### src/sv/dscs_pkg.sv
// Package for the dual-slot checked config store: payload structs, record
// layout, FNV constants and the sequencer state type. No dependencies.
`default_nettype none
package dscs_pkg;

  localparam logic [31:0] MAGIC_WORD = 32'h4D47_3234;
  localparam logic [31:0] FNV_BASIS  = 32'd2166136261;
  localparam logic [31:0] FNV_PRIME  = 32'd16777619;
  localparam logic [31:0] CHECK_FLIP = 32'hFFFF_FFFF;
  localparam logic [15:0] SCHEMA     = 16'd1;
  localparam int unsigned REC_BYTES  = 32;
  localparam int unsigned SLOT_DEPTH = 2;
  // stored row: record body plus checksum
  localparam int unsigned REC_W      = 32 * 5 + 8 * 4 + 16;
  localparam int unsigned ROW_W      = REC_W + 32;

  localparam logic [31:0] MIN_WRITE_INTERVAL_RST = 32'd0;
  localparam logic [7:0]  MAX_FILTER_KIND_RST    = 8'd3;

  typedef enum logic [1:0] {
    OP_WRITE = 2'd0,
    OP_LOAD  = 2'd1,
    OP_INV0  = 2'd2,
    OP_INV1  = 2'd3
  } op_t;

  localparam logic [0:0] REG_MIN_INTERVAL = 1'd0;
  localparam logic [0:0] REG_MAX_KIND     = 1'd1;

  typedef struct packed {
    logic [1:0]  opcode;
    logic [31:0] sample_interval;
    logic [31:0] processing_interval;
    logic [31:0] report_interval;
    logic [31:0] heartbeat_interval;
    logic [7:0]  filter_kind;
    logic [7:0]  filter_size;
    logic [7:0]  enable_flag;
    logic [15:0] spare_half;
    logic [7:0]  spare_byte;
    logic [31:0] now_ms;
    logic        force_write;
  } in_item_t;

  typedef struct packed {
    logic        ok;
    logic [31:0] out_generation;
    logic [31:0] out_sample_interval;
    logic [31:0] out_processing_interval;
    logic [31:0] out_report_interval;
    logic [31:0] out_heartbeat_interval;
    logic [7:0]  out_filter_kind;
    logic [7:0]  out_filter_size;
    logic [7:0]  out_enable_flag;
    logic [15:0] out_spare_half;
    logic [7:0]  out_spare_byte;
  } out_item_t;

  typedef struct packed {
    logic [31:0] gen;
    logic [31:0] smp;
    logic [31:0] prc;
    logic [31:0] rep;
    logic [31:0] hb;
    logic [7:0]  kind;
    logic [7:0]  size;
    logic [7:0]  en;
    logic [15:0] sh;
    logic [7:0]  sb;
  } rec_t;

  typedef struct packed {
    rec_t        rec;
    logic [31:0] check;
  } row_t;

  typedef enum logic [2:0] {
    ST_IDLE,
    ST_RD,
    ST_HASH,
    ST_NEXT,
    ST_WR,
    ST_DONE
  } state_t;

  // byte i of the 32-byte little-endian hashed layout
  function automatic logic [7:0] rec_byte(rec_t r, logic [4:0] i);
    logic [255:0] flat;
    flat = {r.sb, r.en, r.size, r.kind, r.hb, r.rep, r.prc, r.smp, r.gen,
            r.sh, SCHEMA, MAGIC_WORD};
    return flat[{i, 3'b000} +: 8];
  endfunction

  function automatic logic ranges_ok(rec_t r, logic [7:0] max_kind);
    return (r.en <= 8'd1) &&
           (r.smp >= 32'd10) && (r.smp <= 32'd5000) &&
           (r.prc >= 32'd10) && (r.prc <= 32'd5000) &&
           (r.rep >= 32'd50) && (r.rep <= 32'd5000) &&
           (r.hb >= 32'd1000) && (r.hb <= 32'd3600000) &&
           (r.kind <= max_kind) &&
           (r.size >= 8'd1) && (r.size <= 8'd9);
  endfunction

endpackage
`default_nettype wire

### src/sv/dual_slot_checked_config_store.sv
// Top level of the dual-slot checked config store.
// Depends on dscs_pkg and dscs_ram.
//
// Two A/B slots of one channel configuration record, each held in a slot RAM
// row together with its FNV-1a-32 checksum. One item is handled at a time.
// A write hashes its 32 bytes, one byte per cycle through a 32x32 multiply,
// then writes the row; a refused or out-of-range write goes straight to its
// result; a load reads each slot from the RAM and re-hashes it; an invert op
// reads the row, flips its checksum and writes it back. The result sits in an
// output register, so the next item may be taken as soon as that register is
// handed off. Slot filled bits, newest slot, last write time and write count
// live in flip-flops; the contents of a row whose filled bit is clear are
// never used, so the RAM needs no clearing.
`default_nettype none
module dual_slot_checked_config_store (
  input  wire logic               clk,
  input  wire logic               rst_n,
  input  wire logic               in_valid,
  output logic                    in_stall,
  input  wire dscs_pkg::in_item_t in_data,
  output logic                    out_valid,
  input  wire logic               out_stall,
  output dscs_pkg::out_item_t     out_data,
  input  wire logic               cfg_we,
  input  wire logic [0:0]         cfg_index,
  input  wire logic [31:0]        cfg_wdata
);
  localparam int unsigned SLOTS = dscs_pkg::SLOT_DEPTH;
  localparam int unsigned AW    = $clog2(SLOTS);

  dscs_pkg::state_t state_r, state_nxt;

  // configuration
  logic [31:0] min_int_r;
  logic [7:0]  max_kind_r;

  // persistent control state
  logic [SLOTS-1:0] filled_r;
  logic [AW-1:0]    newest_r;
  logic [31:0]      last_time_r;
  logic [31:0]      writes_r;

  // per-item working registers
  dscs_pkg::in_item_t item_r;
  dscs_pkg::rec_t     rec_r;       // record being hashed
  logic [31:0]        stored_chk_r;
  logic [31:0]        hash_r;
  logic [5:0]         cnt_r;       // byte counter, 0..REC_BYTES
  logic [AW-1:0]      slot_r;      // slot under work
  logic               pass_r;      // load: second slot pass
  logic               v0_r;
  dscs_pkg::rec_t     rec0_r;

  dscs_pkg::out_item_t out_r;
  logic                out_valid_r;

  // RAM port
  logic          ram_we;
  logic [AW-1:0] ram_addr;
  dscs_pkg::row_t ram_wdata, ram_rdata;

  dscs_ram #(.WIDTH(dscs_pkg::ROW_W), .DEPTH(SLOTS)) u_slots (
    .clk  (clk),
    .we   (ram_we),
    .addr (ram_addr),
    .wdata(ram_wdata),
    .rdata(ram_rdata)
  );

  logic accept;
  assign in_stall  = (state_r != dscs_pkg::ST_IDLE) || (out_valid_r && out_stall);
  assign accept    = in_valid && !in_stall;
  assign out_valid = out_valid_r;
  assign out_data  = out_r;

  // write gating computed straight from the accepted item
  logic wr_refused;
  assign wr_refused = !in_data.force_write && (writes_r != 32'd0) &&
                      ((in_data.now_ms - last_time_r) < min_int_r);

  dscs_pkg::rec_t in_rec;
  always_comb begin
    in_rec.gen  = writes_r + 32'd1;
    in_rec.smp  = in_data.sample_interval;
    in_rec.prc  = in_data.processing_interval;
    in_rec.rep  = in_data.report_interval;
    in_rec.hb   = in_data.heartbeat_interval;
    in_rec.kind = in_data.filter_kind;
    in_rec.size = in_data.filter_size;
    in_rec.en   = in_data.enable_flag;
    in_rec.sh   = in_data.spare_half;
    in_rec.sb   = in_data.spare_byte;
  end

  logic wr_ok;
  assign wr_ok = !(wr_refused || !dscs_pkg::ranges_ok(in_rec, max_kind_r));

  // result register contents at acceptance: only a stored write reports ok here
  dscs_pkg::out_item_t out_init;
  always_comb begin
    out_init    = '0;
    out_init.ok = (dscs_pkg::op_t'(in_data.opcode) == dscs_pkg::OP_WRITE) && wr_ok;
  end

  logic [AW-1:0] wr_target;
  assign wr_target = filled_r[newest_r] ? ~newest_r : newest_r;

  logic hash_done;
  assign hash_done = (cnt_r == 6'(dscs_pkg::REC_BYTES));

  logic slot_good;
  assign slot_good = filled_r[slot_r] && (stored_chk_r == hash_r) &&
                     dscs_pkg::ranges_ok(rec_r, max_kind_r);

  logic [31:0] hash_step;
  assign hash_step = (hash_r ^ {24'd0, dscs_pkg::rec_byte(rec_r, cnt_r[4:0])})
                     * dscs_pkg::FNV_PRIME;

  dscs_pkg::op_t op;
  assign op = dscs_pkg::op_t'(item_r.opcode);

  // next state
  always_comb begin
    state_nxt = state_r;
    unique case (state_r)
      dscs_pkg::ST_IDLE: begin
        if (accept) begin
          if (dscs_pkg::op_t'(in_data.opcode) == dscs_pkg::OP_WRITE) begin
            if (!wr_ok) begin
              state_nxt = dscs_pkg::ST_DONE;
            end else begin
              state_nxt = dscs_pkg::ST_HASH;
            end
          end else begin
            state_nxt = dscs_pkg::ST_RD;
          end
        end
      end
      dscs_pkg::ST_RD:   state_nxt = (op == dscs_pkg::OP_LOAD) ? dscs_pkg::ST_HASH
                                                            : dscs_pkg::ST_WR;
      dscs_pkg::ST_HASH: if (hash_done) begin
        state_nxt = (op == dscs_pkg::OP_LOAD) ? dscs_pkg::ST_NEXT : dscs_pkg::ST_WR;
      end
      dscs_pkg::ST_NEXT: state_nxt = pass_r ? dscs_pkg::ST_DONE : dscs_pkg::ST_RD;
      dscs_pkg::ST_WR:   state_nxt = dscs_pkg::ST_DONE;
      dscs_pkg::ST_DONE: state_nxt = dscs_pkg::ST_IDLE;
      default:           state_nxt = dscs_pkg::ST_IDLE;
    endcase
  end

  // RAM port drive
  always_comb begin
    ram_we          = 1'b0;
    ram_addr        = slot_r;
    ram_wdata.rec   = rec_r;
    ram_wdata.check = hash_r;
    unique case (state_r)
      dscs_pkg::ST_WR: begin
        // invert ops only touch a filled slot
        ram_we = (op == dscs_pkg::OP_WRITE) || filled_r[slot_r];
        if (op != dscs_pkg::OP_WRITE) begin
          // invert: write back the row just read with its checksum flipped
          ram_wdata.rec   = ram_rdata.rec;
          ram_wdata.check = ram_rdata.check ^ dscs_pkg::CHECK_FLIP;
        end
      end
      default: ;
    endcase
  end

  always_ff @(posedge clk) begin
    if (!rst_n) begin
      state_r     <= dscs_pkg::ST_IDLE;
      min_int_r   <= dscs_pkg::MIN_WRITE_INTERVAL_RST;
      max_kind_r  <= dscs_pkg::MAX_FILTER_KIND_RST;
      filled_r    <= '0;
      newest_r    <= '0;
      last_time_r <= '0;
      writes_r    <= '0;
      out_valid_r <= 1'b0;
    end else begin
      state_r <= state_nxt;
      if (cfg_we) begin
        unique case (cfg_index)
          dscs_pkg::REG_MIN_INTERVAL: min_int_r  <= cfg_wdata;
          dscs_pkg::REG_MAX_KIND:     max_kind_r <= cfg_wdata[7:0];
          default: ;
        endcase
      end
      if (out_valid_r && !out_stall) begin
        out_valid_r <= 1'b0;
      end
      if (state_r == dscs_pkg::ST_WR) begin
        if (op == dscs_pkg::OP_WRITE) begin
          // commit the new record
          filled_r[slot_r] <= 1'b1;
          newest_r         <= slot_r;
          last_time_r      <= item_r.now_ms;
          writes_r         <= writes_r + 32'd1;
        end
      end
      if (state_r == dscs_pkg::ST_DONE) begin
        out_valid_r <= 1'b1;
      end
    end
  end

  // datapath registers
  always_ff @(posedge clk) begin
    unique case (state_r)
      dscs_pkg::ST_IDLE: begin
        if (accept) begin
          item_r <= in_data;
          rec_r  <= in_rec;
          hash_r <= dscs_pkg::FNV_BASIS;
          cnt_r  <= '0;
          pass_r <= 1'b0;
          out_r  <= out_init;
          if (dscs_pkg::op_t'(in_data.opcode) == dscs_pkg::OP_WRITE) begin
            slot_r <= wr_target;
          end else if (dscs_pkg::op_t'(in_data.opcode) == dscs_pkg::OP_LOAD) begin
            slot_r <= '0;
          end else begin
            slot_r <= AW'(in_data.opcode[0]);
          end
        end
      end
      dscs_pkg::ST_RD: begin
        hash_r <= dscs_pkg::FNV_BASIS;
        cnt_r  <= '0;
      end
      dscs_pkg::ST_HASH: begin
        // first hash cycle after a read: latch the row
        if (op == dscs_pkg::OP_LOAD && cnt_r == 6'd0 && hash_r == dscs_pkg::FNV_BASIS
            && !hash_done) begin
          rec_r        <= ram_rdata.rec;
          stored_chk_r <= ram_rdata.check;
          hash_r       <= (hash_r ^ {24'd0, dscs_pkg::rec_byte(ram_rdata.rec, 5'd0)})
                          * dscs_pkg::FNV_PRIME;
          cnt_r        <= 6'd1;
        end else if (!hash_done) begin
          hash_r <= hash_step;
          cnt_r  <= cnt_r + 6'd1;
        end
      end
      dscs_pkg::ST_NEXT: begin
        if (!pass_r) begin
          v0_r   <= slot_good;
          rec0_r <= rec_r;
          pass_r <= 1'b1;
          slot_r <= ~slot_r;
        end else begin
          // pick the newer valid slot; slot 1 wins if slot 0 is invalid or on a strictly higher gen
          if (slot_good && (!v0_r || rec_r.gen > rec0_r.gen)) begin
            out_r <= {1'b1, rec_r};
          end else if (v0_r) begin
            out_r <= {1'b1, rec0_r};
          end
        end
      end
      default: ;
    endcase
  end
endmodule
`default_nettype wire

### src/sv/dscs_ram.sv
// Generic single-port RAM with registered read.
// No package dependency.
`default_nettype none
module dscs_ram #(
  parameter int unsigned WIDTH = 8,
  parameter int unsigned DEPTH = 2
) (
  input  wire logic                     clk,
  input  wire logic                     we,
  input  wire logic [$clog2(DEPTH)-1:0] addr,
  input  wire logic [WIDTH-1:0]         wdata,
  output logic      [WIDTH-1:0]         rdata
);
  logic [WIDTH-1:0] mem [DEPTH];

  always_ff @(posedge clk) begin
    if (we) begin
      mem[addr] <= wdata;
    end
    rdata <= mem[addr];
  end
endmodule
`default_nettype wire
### config.mk
export PLATFORM = sky130hd
export DESIGN_NAME = dual_slot_checked_config_store
export DESIGN_NICKNAME = d
export VERILOG_FILES = /design/src/sv/dscs_pkg.sv /design/src/sv/dual_slot_checked_config_store.sv /design/src/sv/dscs_ram.sv
export SDC_FILE = /design/constraint.sdc
export NUM_CORES = 2
export LEC_CHECK = 0
export BUFFER_PORTS_ARGS = -buffer_cell sky130_fd_sc_hd__buf_2
export CELL_PAD_IN_SITES_DETAIL_PLACEMENT = 2
export CELL_PAD_IN_SITES_GLOBAL_PLACEMENT = 2
export CORE_MARGIN = 5
export CORE_UTILIZATION = 35
export CTS_BUF_LIST = sky130_fd_sc_hd__clkbuf_16
export CTS_CLUSTER_SIZE = 12
export DETAILED_ROUTE_END_ITERATION = 7
export GPL_ROUTABILITY_DRIVEN = 0
export PLACE_DENSITY_LB_ADDON = 0.1
export SLEW_MARGIN = 0
export SYNTH_ARGS = -nofsm -noshare
export SYNTH_HDL_FRONTEND = slang
export SYNTH_SLANG_ARGS = --single-unit
### constraint.sdc
create_clock -name clk -period 12.1 [get_ports clk]
set_clock_uncertainty 0.2 [all_clocks]
set_input_delay 1.815 -clock clk [delete_from_list [all_inputs] [get_ports clk]]
set_output_delay 1.815 -clock clk [all_outputs]
set_load 0.005 [all_outputs]
==> impl_metrics.env <==
export IMPL_drc=0
export IMPL_rsz0062_at_grt="false"
export IMPL_die_w_um=471
export IMPL_nNetsFinal=7187
export IMPL_hold_class="reg -> reg"
export IMPL_synthesis_nets=6749
export IMPL_yosys_warnings=0
export IMPL_worstMarginPinSlew_ps=1150
export IMPL_layout_drive_gt1_share=0.205
export IMPL_fin_crit_ps=8730
export IMPL_mostFrequentLayoutCell="edfxtp_1"
export IMPL_clk_path_buf_depth=3
export IMPL_htreeDepth=4
export IMPL_ys_ff_latch=1563
export IMPL_syn_inst=5969
export IMPL_drv_cap=0
export IMPL_cts_resized=0
export IMPL_synth_largest_area_cell="edfxtp_1"
export IMPL_numPortBuffers=459
export IMPL_grt_pass1_vias=54000
export IMPL_avgSynthCellArea_um2=12.5
export IMPL_drt_initial_drc_count=3508
export IMPL_synth_top_cell_area_share=0.489
export IMPL_grt_antenna_before_repair=38
export IMPL_clockRootBuffer="clkbuf_16"
export IMPL_wl_per_cell_um=28.6
export IMPL_start_kind="flop"
export IMPL_dp_hpwl_um=191000
export IMPL_setup_viol_count_final=0
export IMPL_synth_edf_count=1212
export IMPL_status="finished, final reports clean"
export IMPL_cp_arrival_ps=9020
export IMPL_netlist_area_um2=74500
export IMPL_vias=50200
export IMPL_end_kind="flop"
export IMPL_ys_top_cells_by_area="edfxtp_1 49%, dfxtp_1 9.4%, ha_1 6.9%"
export IMPL_dr_pass1_iters=5
export IMPL_most_common_layout_cells="1212 x edfxtp_1, 832 x nand2_1, 545 x inv_1"
export IMPL_clkTransAtPathRegs_ps=60
export IMPL_clock_latency_ps=860
export IMPL_rows=169
export IMPL_grtUsageTotal=0.236
export IMPL_crit_fanout=32
export IMPL_clock_fmax_mhz=115
export IMPL_async_reset_ff_frac=0
export IMPL_grt_max_degree=136
export IMPL_floorplan_initialDensity=0.351
export IMPL_clkSinkCount=1563
export IMPL_die_y_um=471
export IMPL_synthFlopType="edfxtp_1"
export IMPL_crit_type="reg -> reg"
export IMPL_pin_count=460
export IMPL_routed_wl_um=269000
export IMPL_post_cts_buffers=0
export IMPL_hold_buffers=0
export IMPL_core_region_area_um2=212000
export IMPL_slew_violations=0
export IMPL_relSlewSlack=0.235
export IMPL_antenna_left=0
export IMPL_grt_pass1_wl_um=388000
export IMPL_ys_seq_area_frac=0.583
export IMPL_numCtsBuffers=177
export IMPL_fin_tns_setup_ps=0
export IMPL_syn2layout_area_growth_pct=15.5
export IMPL_die_area_um2=222000
export IMPL_cts_tree="done"
export IMPL_critPathRequiredTime_ps=12390
export IMPL_period_share=0.721
export IMPL_viasPerCell=5.35
export IMPL_grt_remaining_overflow=0
export IMPL_synth_cell_type_count=78
export IMPL_hold_viol=0
sequential cells by signal, indices dropped and copies added (netlist names), 32 cells and up:
register       flops
writes_r          32
stored_chk_r      32
last_time_r       32
u_slots.mem      480
rec_r            208
hash_r            32
min_int_r         32
item_r            32
u_slots.rdata    240
out_data         209
rec0_r           208
layout make-up:
cell class              instances  area, um^2
flip-flops and latches       1563       43400
inverters                     508        1910
multi-input cells            3609       28200
clock inverters               151        1350
diodes                         13        32.5
clock buffers                 182        4550
fillers                     21500      126000
well taps                    2821        3530
repair buffers                548        3040
per-layer routing:
layer / share of wire / GRT usage / vias up
li1: - / - / 22300
met1: 0.43 / 0.310 / 26300
met2: 0.49 / 0.402 / 1240
met3: 0.053 / 0.0409 / 363
met4: 0.030 / 0.0706 / 16
met5: 0.00041 / 0 / -
kinds of logic (layout without fill, tap and decap cells):
logic type / after synthesis / count (layout) / synth area share
DFF: 1563 / 1563 / 0.583
buffers and inverters: 797 / 1389 / 0.0408
other: 0 / 13 / 0
xor gates and xnor gates: 196 / 196 / 0.0231
adders and majority gates: 531 / 531 / 0.102
AOI/OAI and AO/OA: 929 / 929 / 0.0782
muxes: 521 / 521 / 0.0870
and+or+nand+nor: 1432 / 1432 / 0.0863
through the flow:
step / area, um^2 / cells / setup slack [ps] / util / hold WS [ps]
global placement: 80100 / 9049 / 3450 / 0.378 / 212
floorplan: 74500 / 5969 / 144 / - / 209
finish: 86000 / 9395 / 3370 / 0.406 / 215
global route: 86000 / 9388 / 2640 / 0.406 / 242
CTS: 86000 / 9382 / 3280 / 0.406 / 213
detailed placement: 80100 / 9049 / 3290 / 0.378 / 219
cell usage after synthesis, types with 12 or more instances:
library cell	number
edfxtp_1	1212
xnor2_1	115
mux4_2	56
fa_1	122
mux2i_1	16
dfxtp_1	351
o21a_1	25
nor2_1	159
a21oi_1	267
nor4_1	75
o211ai_1	144
a21o_1	62
and2_1	40
o21ai_0	228
nor3_1	47
xor2_1	81
and3_1	95
mux2_2	449
inv_1	505
buf_2	16
clkbuf_1	263
nand2_1	837
ha_1	409
nand4_1	52
a31oi_1	16
nand3_1	52
nor2b_1	18
a211oi_1	12
a21boi_0	83
worst max-delay path, cell delays in order, from the launching register on:
cell and delay, ps:
edfxtp_1 860, buf_4 520, mux4_2 410, mux4_2 480, a21oi_1 650, xnor2_1 230, ha_1 340, ha_1 330
fa_1 510, ha_1 220, fa_1 480, ha_1 280, inv_1 50, fa_1 520, inv_1 50, ha_1 360
a21oi_1 170, o21ai_0 130, o41ai_1 570, nand2_1 180, a21boi_0 330, o21bai_1 160, xnor2_1 150, nor2_1 80
o21ai_0 70
worst paths after layout:
path	start	to	slack, ps	depth (start not counted)
setup / recovery	cnt_r[1]$_SDFFCE_PP0P_	hash_r[20]$_SDFFCE_PN1P_	3370	24
hold / removal	u_slots.rdata[2]$_DFF_P_	stored_chk_r[2]$_DFFE_PP_	220	0
setup reg to reg	cnt_r[1]$_SDFFCE_PP0P_	hash_r[20]$_SDFFCE_PN1P_	3370	24
hold reg to reg	u_slots.rdata[2]$_DFF_P_	stored_chk_r[2]$_DFFE_PP_	220	0
Power is not shown: default switching activity piles up to over one toggle a cycle in this logic, so the estimate is an artifact.
